**src/hhpc_pkg.sv**
```systemverilog
`default_nettype none

package hhpc_pkg;

	// cache geometry and payload widths
	localparam int ENTRIES    = 509;
	localparam int PATH_WIDTH = 32;
	localparam int INFO_WIDTH = 64;
	localparam int ID_W       = 64;
	localparam int TS_W       = 32;
	localparam int ACT_W      = 3;

	localparam int SLOT_W = $clog2(ENTRIES);

	// stream widths: fields packed from bit 0 up, rounded to whole bytes
	localparam int S_FIELDS_W = ID_W + TS_W + PATH_WIDTH + INFO_WIDTH;
	localparam int S_DATA_W   = ((S_FIELDS_W + 7) / 8) * 8;
	localparam int M_FIELDS_W = INFO_WIDTH + PATH_WIDTH;
	localparam int M_DATA_W   = ((M_FIELDS_W + 7) / 8) * 8;

	// hash: (HASH_MUL*id + HASH_TS_MUL*sext(ts) + HASH_ADD) mod 2^64, then mod ENTRIES
	localparam logic [ID_W-1:0] HASH_MUL    = 64'd1999;
	localparam logic [ID_W-1:0] HASH_TS_MUL = 64'd3;
	localparam logic [ID_W-1:0] HASH_ADD    = 64'd5;

	// residue unit: sum of 16-bit chunks times 2^(16k) mod ENTRIES, then folding
	localparam int CHUNK_W    = 16;
	localparam int NUM_CHUNKS = ID_W / CHUNK_W;
	localparam int CNT_W      = $clog2(NUM_CHUNKS);
	localparam int ACC_W      = CHUNK_W + SLOT_W + CNT_W;
	localparam int FOLD_A_W   = ACC_W - SLOT_W;
	// 2^SLOT_W mod ENTRIES
	localparam logic [SLOT_W-1:0] FOLD_R = SLOT_W'((1 << SLOT_W) - ENTRIES);

	typedef enum logic [ACT_W-1:0] {
		ACT_STORE_PATH  = 3'd0,
		ACT_UPDATE_INFO = 3'd1,
		ACT_GET_INFO    = 3'd2,
		ACT_GET_PATH    = 3'd3,
		ACT_INVALIDATE  = 3'd4
	} action_t;

	typedef struct packed {
		logic valid;
		logic path_valid;
		logic info_valid;
	} slot_flags_t;

	typedef struct packed {
		logic [ID_W-1:0]       tag_id;
		logic [TS_W-1:0]       tag_ts;
		logic [PATH_WIDTH-1:0] path;
		logic [INFO_WIDTH-1:0] info;
	} slot_data_t;

	typedef struct packed {
		logic              flag_we;
		logic              data_we;
		logic [SLOT_W-1:0] addr;
		slot_flags_t       flags;
	} store_req_t;

	typedef struct packed {
		logic            start;
		logic [ID_W-1:0] id;
		logic [TS_W-1:0] ts;
	} hash_req_t;

	typedef struct packed {
		logic              done;
		logic [SLOT_W-1:0] slot;
	} hash_rsp_t;

	// 2^(CHUNK_W*k) mod ENTRIES, evaluated at elaboration
	function automatic logic [SLOT_W-1:0] fold_weight(input int k);
		logic [SLOT_W:0] w;
		w = (SLOT_W+1)'(1);
		for (int i = 0; i < ID_W; i++) begin
			if (i < k * CHUNK_W) begin
				w = w << 1;
				if (w >= (SLOT_W+1)'(ENTRIES)) begin
					w = w - (SLOT_W+1)'(ENTRIES);
				end
			end
		end
		return w[SLOT_W-1:0];
	endfunction

endpackage

`default_nettype wire

```
**src/hhpc_hash.sv**
```systemverilog
`default_nettype none

module hhpc_hash
	import hhpc_pkg::*;
(
	input  wire logic      clk,
	input  wire logic      arst_n,
	input  wire hash_req_t req,
	output hash_rsp_t      rsp
);

	typedef enum logic [2:0] {H_IDLE, H_MUL, H_ADD, H_MAC, H_RED} hstate_t;

	hstate_t           state_q;
	logic [ID_W-1:0]   id_q;
	logic [TS_W-1:0]   ts_q;
	logic [ID_W-1:0]   prod_q;
	logic [ID_W-1:0]   h_q;
	logic [ACC_W-1:0]  acc_q;
	logic [CNT_W-1:0]  cnt_q;
	logic              done_q;
	logic [SLOT_W-1:0] slot_q;

	logic [SLOT_W-1:0]   weight [NUM_CHUNKS];
	logic [ID_W-1:0]     sts;
	logic [FOLD_A_W-1:0] mac_a;
	logic [SLOT_W-1:0]   mac_b;
	logic [ACC_W-1:0]    mac_c;
	logic [ACC_W-1:0]    mac_prod;
	logic [ACC_W-1:0]    mac_sum;
	logic [SLOT_W-1:0]   lo;
	logic                lo_ge;

	for (genvar g = 0; g < NUM_CHUNKS; g++) begin : g_weight
		assign weight[g] = fold_weight(g);
	end

	assign sts = {{(ID_W-TS_W){ts_q[TS_W-1]}}, ts_q};
	assign lo  = acc_q[SLOT_W-1:0];
	assign lo_ge = {1'b0, lo} >= (SLOT_W+1)'(ENTRIES);

	// shared multiply-add: chunk accumulate, then fold hi*R + lo
	always_comb begin
		if (state_q == H_MAC) begin
			mac_a = FOLD_A_W'(h_q[cnt_q*CHUNK_W +: CHUNK_W]);
			mac_b = weight[cnt_q];
			mac_c = acc_q;
		end else begin
			mac_a = acc_q[ACC_W-1:SLOT_W];
			mac_b = FOLD_R;
			mac_c = ACC_W'(lo);
		end
	end

	assign mac_prod = mac_a * mac_b;
	assign mac_sum  = mac_prod + mac_c;

	always_ff @(posedge clk or negedge arst_n) begin
		if (!arst_n) begin
			state_q <= H_IDLE;
			cnt_q   <= '0;
			done_q  <= 1'b0;
		end else begin
			done_q <= 1'b0;
			unique case (state_q)
				H_IDLE: begin
					if (req.start) begin
						id_q    <= req.id;
						ts_q    <= req.ts;
						state_q <= H_MUL;
					end
				end
				H_MUL: begin
					// id * 1999 = id * (2048 - 32 - 16 - 1), wrapping at 64 bits
					prod_q  <= (id_q << 11) - (id_q << 5) - (id_q << 4) - id_q;
					state_q <= H_ADD;
				end
				H_ADD: begin
					// 3 * sext(ts) as a shift and add
					h_q     <= prod_q + (sts << 1) + sts + HASH_ADD;
					acc_q   <= '0;
					cnt_q   <= '0;
					state_q <= H_MAC;
				end
				H_MAC: begin
					acc_q <= mac_sum;
					cnt_q <= cnt_q + CNT_W'(1);
					if (cnt_q == CNT_W'(NUM_CHUNKS-1)) begin
						state_q <= H_RED;
					end
				end
				H_RED: begin
					if (acc_q[ACC_W-1:SLOT_W] != '0) begin
						acc_q <= mac_sum;
					end else begin
						slot_q  <= lo_ge ? lo - SLOT_W'(ENTRIES) : lo;
						done_q  <= 1'b1;
						state_q <= H_IDLE;
					end
				end
				default: state_q <= H_IDLE;
			endcase
		end
	end

	assign rsp.done = done_q;
	assign rsp.slot = slot_q;

endmodule

`default_nettype wire

```
**config.mk**
```make
export PLATFORM = sky130hd
export DESIGN_NAME = hhpc_hash
export DESIGN_NICKNAME = d
export VERILOG_FILES = /design/src/hhpc_pkg.sv /design/src/hhpc_hash.sv
export SDC_FILE = /design/constraint.sdc
export NUM_CORES = 1
export LEC_CHECK = 0
export BUFFER_PORTS_ARGS = -buffer_cell sky130_fd_sc_hd__buf_2
export CAP_MARGIN = 30
export CELL_PAD_IN_SITES_DETAIL_PLACEMENT = 1
export CELL_PAD_IN_SITES_GLOBAL_PLACEMENT = 1
export CORE_ASPECT_RATIO = 1.25
export CORE_MARGIN = 3
export CORE_UTILIZATION = 45
export DETAILED_ROUTE_END_ITERATION = 12
export PLACE_DENSITY = 0.79
export SYNTH_ARGS = -nofsm -noshare
export SYNTH_HDL_FRONTEND = slang
export SYNTH_SLANG_ARGS = --single-unit
```
**constraint.sdc**
```tcl
create_clock -name clk -period 7.3 [get_ports clk]
set_input_delay 1.46 -clock clk [delete_from_list [all_inputs] [get_ports clk]]
set_output_delay 1.46 -clock clk [all_outputs]
set_load 0.03 [all_outputs]
```
==> results.yml <==
status:
  status: "complete, no violations"
finish:
  antenna_cells_inserted: 0
  layout-drive-gt1-share: 0.0805
  ff_latch_area_mm2: 0.00796
  non_filler_cell_area_final_mm2: 0.0277
  final_nets: 3148
  final_cell_count_no_fill: 3268
  multi_input_logic_area_mm2: 0.0159
  areaGrowthSynthToFinish_pct: 9.52
  final.fill_count: 6114
sta:
  period_share: 0.937
  tightestPinTransition_ps: 850
  report.final.slew_viol_count: 0
  finalWorstSetupSlack_ps: 462
  worst_slew_margin_rel: 0.433
  timing.final.setup_violations: 0
  clock-skew-final_ps: 45.7
  grt_setup_unrepaired: "no"
  max_freq_mhz: 146
  time_the_final_worst_path_needs_with_i_o_delays_and_setup_ps: 6840
  setup_tns_ps: 0
  finalHoldViolCount: 0
floorplanning:
  i_o_pins: 109
  initial_core_utilization: 0.458
  fp-row-count: 96
  floorplan.die_area_mm2: 0.0591
  die_x_um: 218
  die_y_um: 271
  core_area_mm2: 0.0553
cts:
  cts.repair.resized: 0
  cts_root_buf: "clkbuf_16"
  total_cts_buffers: 30
  clkLatencyLatePin_ps: 620
  ctsHtreeMaxLevel: 1
  setup_fix_buffers_added_after_clock_tree_synthesis: 0
  cts-hold-fix-buffers: 0
  sinks_on_clock_net: 266
  path_clk_slew_ps: 70
  clockBufferDepth: 3
  cts_tree: "yes"
min_path:
  timing.hold.worst.class: "register to register"
setup_path:
  critical_path_capture_point_type: "register"
  worst_setup_path_start_kind: "register"
  cp_max_fo: 29
  worst-endpoint-required_ps: 7640
  worst_ep_arrival_time_ps: 7180
  critical_path_class: "register to register"
global_route:
  grt_overflow_total: 0
  grt_antenna_before_repair: 0
  grt_pass1_wl_mm: 104
  gr-usage-all-layers: 0.217
  largest_net_degree_at_the_start_of_global_routing: 65
  first_global_vias: 20215
logic_synthesis:
  synth_edf_count: 260
  synth-warning-count: 0
  yosysMostFrequentCell: "inv_1"
  sequential_cell_area_fraction_in_the_yosys_report: 0.315
  post_synth_num_cell_types: 71
  postSynthCellCount: 2416
  postSynth.asyncResetShare: 0.0226
  netlist_area_mm2: 0.0253
  netlist_top_cells_count: "inv_1, ha_1, edfxtp_1"
  yosys_most_used_dff: "edfxtp_1"
  synth_top_cell_area_share: 0.309
  ys_top_cells_by_area: "edfxtp_1, fa_1, ha_1"
  post-synth-top-area-cell: "edfxtp_1"
  seq_cells_post_synth: 266
  synth.avg_cell_area_um2: 10.5
placement:
  io_buffer_count: 108
  detailedPlacementHpwl_mm: 52.8
  gp_congestion: 0.849
  dp_slack_ps: 415
  placed_instance_area_mm2: 0.0267
  place_inst: 3213
detailed_routing:
  post_drt_via_cell_ratio: 5.45
  final_antenna_net_count: 0
  detail_route.wl_per_cell_um: 19.4
  residual_drc_count: 0
  dr_total_vias: 17797
  drt_iter0_drc: 819
  drt_first_pass_iters: 5
  route.final.wire_length_mm: 63.5
flow_run:
  maxCapViolations: 0
-- sequential cells by signal, indices dropped and copies added, names as in the netlist --
| signal | flops |
|---|---|
| h_q | 64 |
| id_q | 64 |
| prod_q | 64 |
| ts_q | 32 |
| acc_q | 27 |
| slot_q | 9 |
| state_q | 3 |
| cnt_q | 2 |
| done_q | 1 |
-- kinds of logic (layout without fill, tap and decap cells) --
family	count (synthesis)	in the layout	synth area share
and+or+nand+nor	540	540	0.101
adders and majority gates	539	539	0.333
AOI/OAI and AO/OA	509	509	0.130
buffers and inverters	395	506	0.0591
DFF	266	266	0.315
xor gates and xnor gates	140	140	0.0485
muxes	25	25	0.0138
other	2	8	0.000297
-- stage by stage --
stage | util | hold slack, ps
floorplan | - | 513
global placement | 0.483 | 582
detailed placement | 0.483 | 623
CTS | 0.501 | 638
global route | 0.501 | 676
finish | 0.501 | 637
-- critical path: stages (launching register included) --
cell,delay [ps]
dfrtp_1,660
buf_12,260
a211oi_1,110
a21oi_1,280
nand2_1,150
fa_1,500
inv_1,60
fa_1,520
inv_1,50
fa_1,540
inv_1,60
fa_1,530
inv_1,60
fa_1,530
inv_1,50
ha_1,350
a21oi_1,210
nand2_1,80
a21o_1,220
a21o_1,190
a21o_1,170
a21oi_1,130
nor2b_1,60
a311oi_1,360
a21oi_1,120
mux2_2,280
-- placed cells by master, fill, tap and decap left out, types with 37 or more instances in the layout --
master and count:
a21oi_1 160, inv_1 326, ha_1 316, o21ai_0 85
a21o_1 93, and3_1 39, xor2_1 48, xnor2_1 92
edfxtp_1 260, buf_2 108, nand4_1 37, nor2_1 129
fa_1 223, nand2_1 178, nor3_1 37
-- worst paths after layout --
kind,start,endpoint,slack [ps],cells past startpoint
worst max-delay path,cnt_q[0],acc_q[26],460,25
worst min-delay path,state_q[2],state_q[0],640,1
worst max register to register,cnt_q[0],acc_q[26],460,25
worst min register to register,state_q[2],state_q[0],640,1
max in group asynchronous,arst_n,cnt_q[1],6310,1
min in group asynchronous,arst_n,cnt_q[0],730,1
-- layout make-up --
cell class	count	area share
clock buffer	39	0.0287
multi-input combinational	1761	0.574
tap	735	0.0332
clock inverter	16	0.00709
inverter	326	0.0442
sequential	266	0.287
timing repair buffer	125	0.0255
-- metal layers --
layer  global-route usage  routed length, um
met5                    0                  0
met3               0.0186               1510
met4               0.0690               2300
met2                0.417              34000
met1                0.253              25700
Power is left out: the tool's default activity adds up to more than one toggle a clock period on the data nets, which glitch-free logic cannot reach.
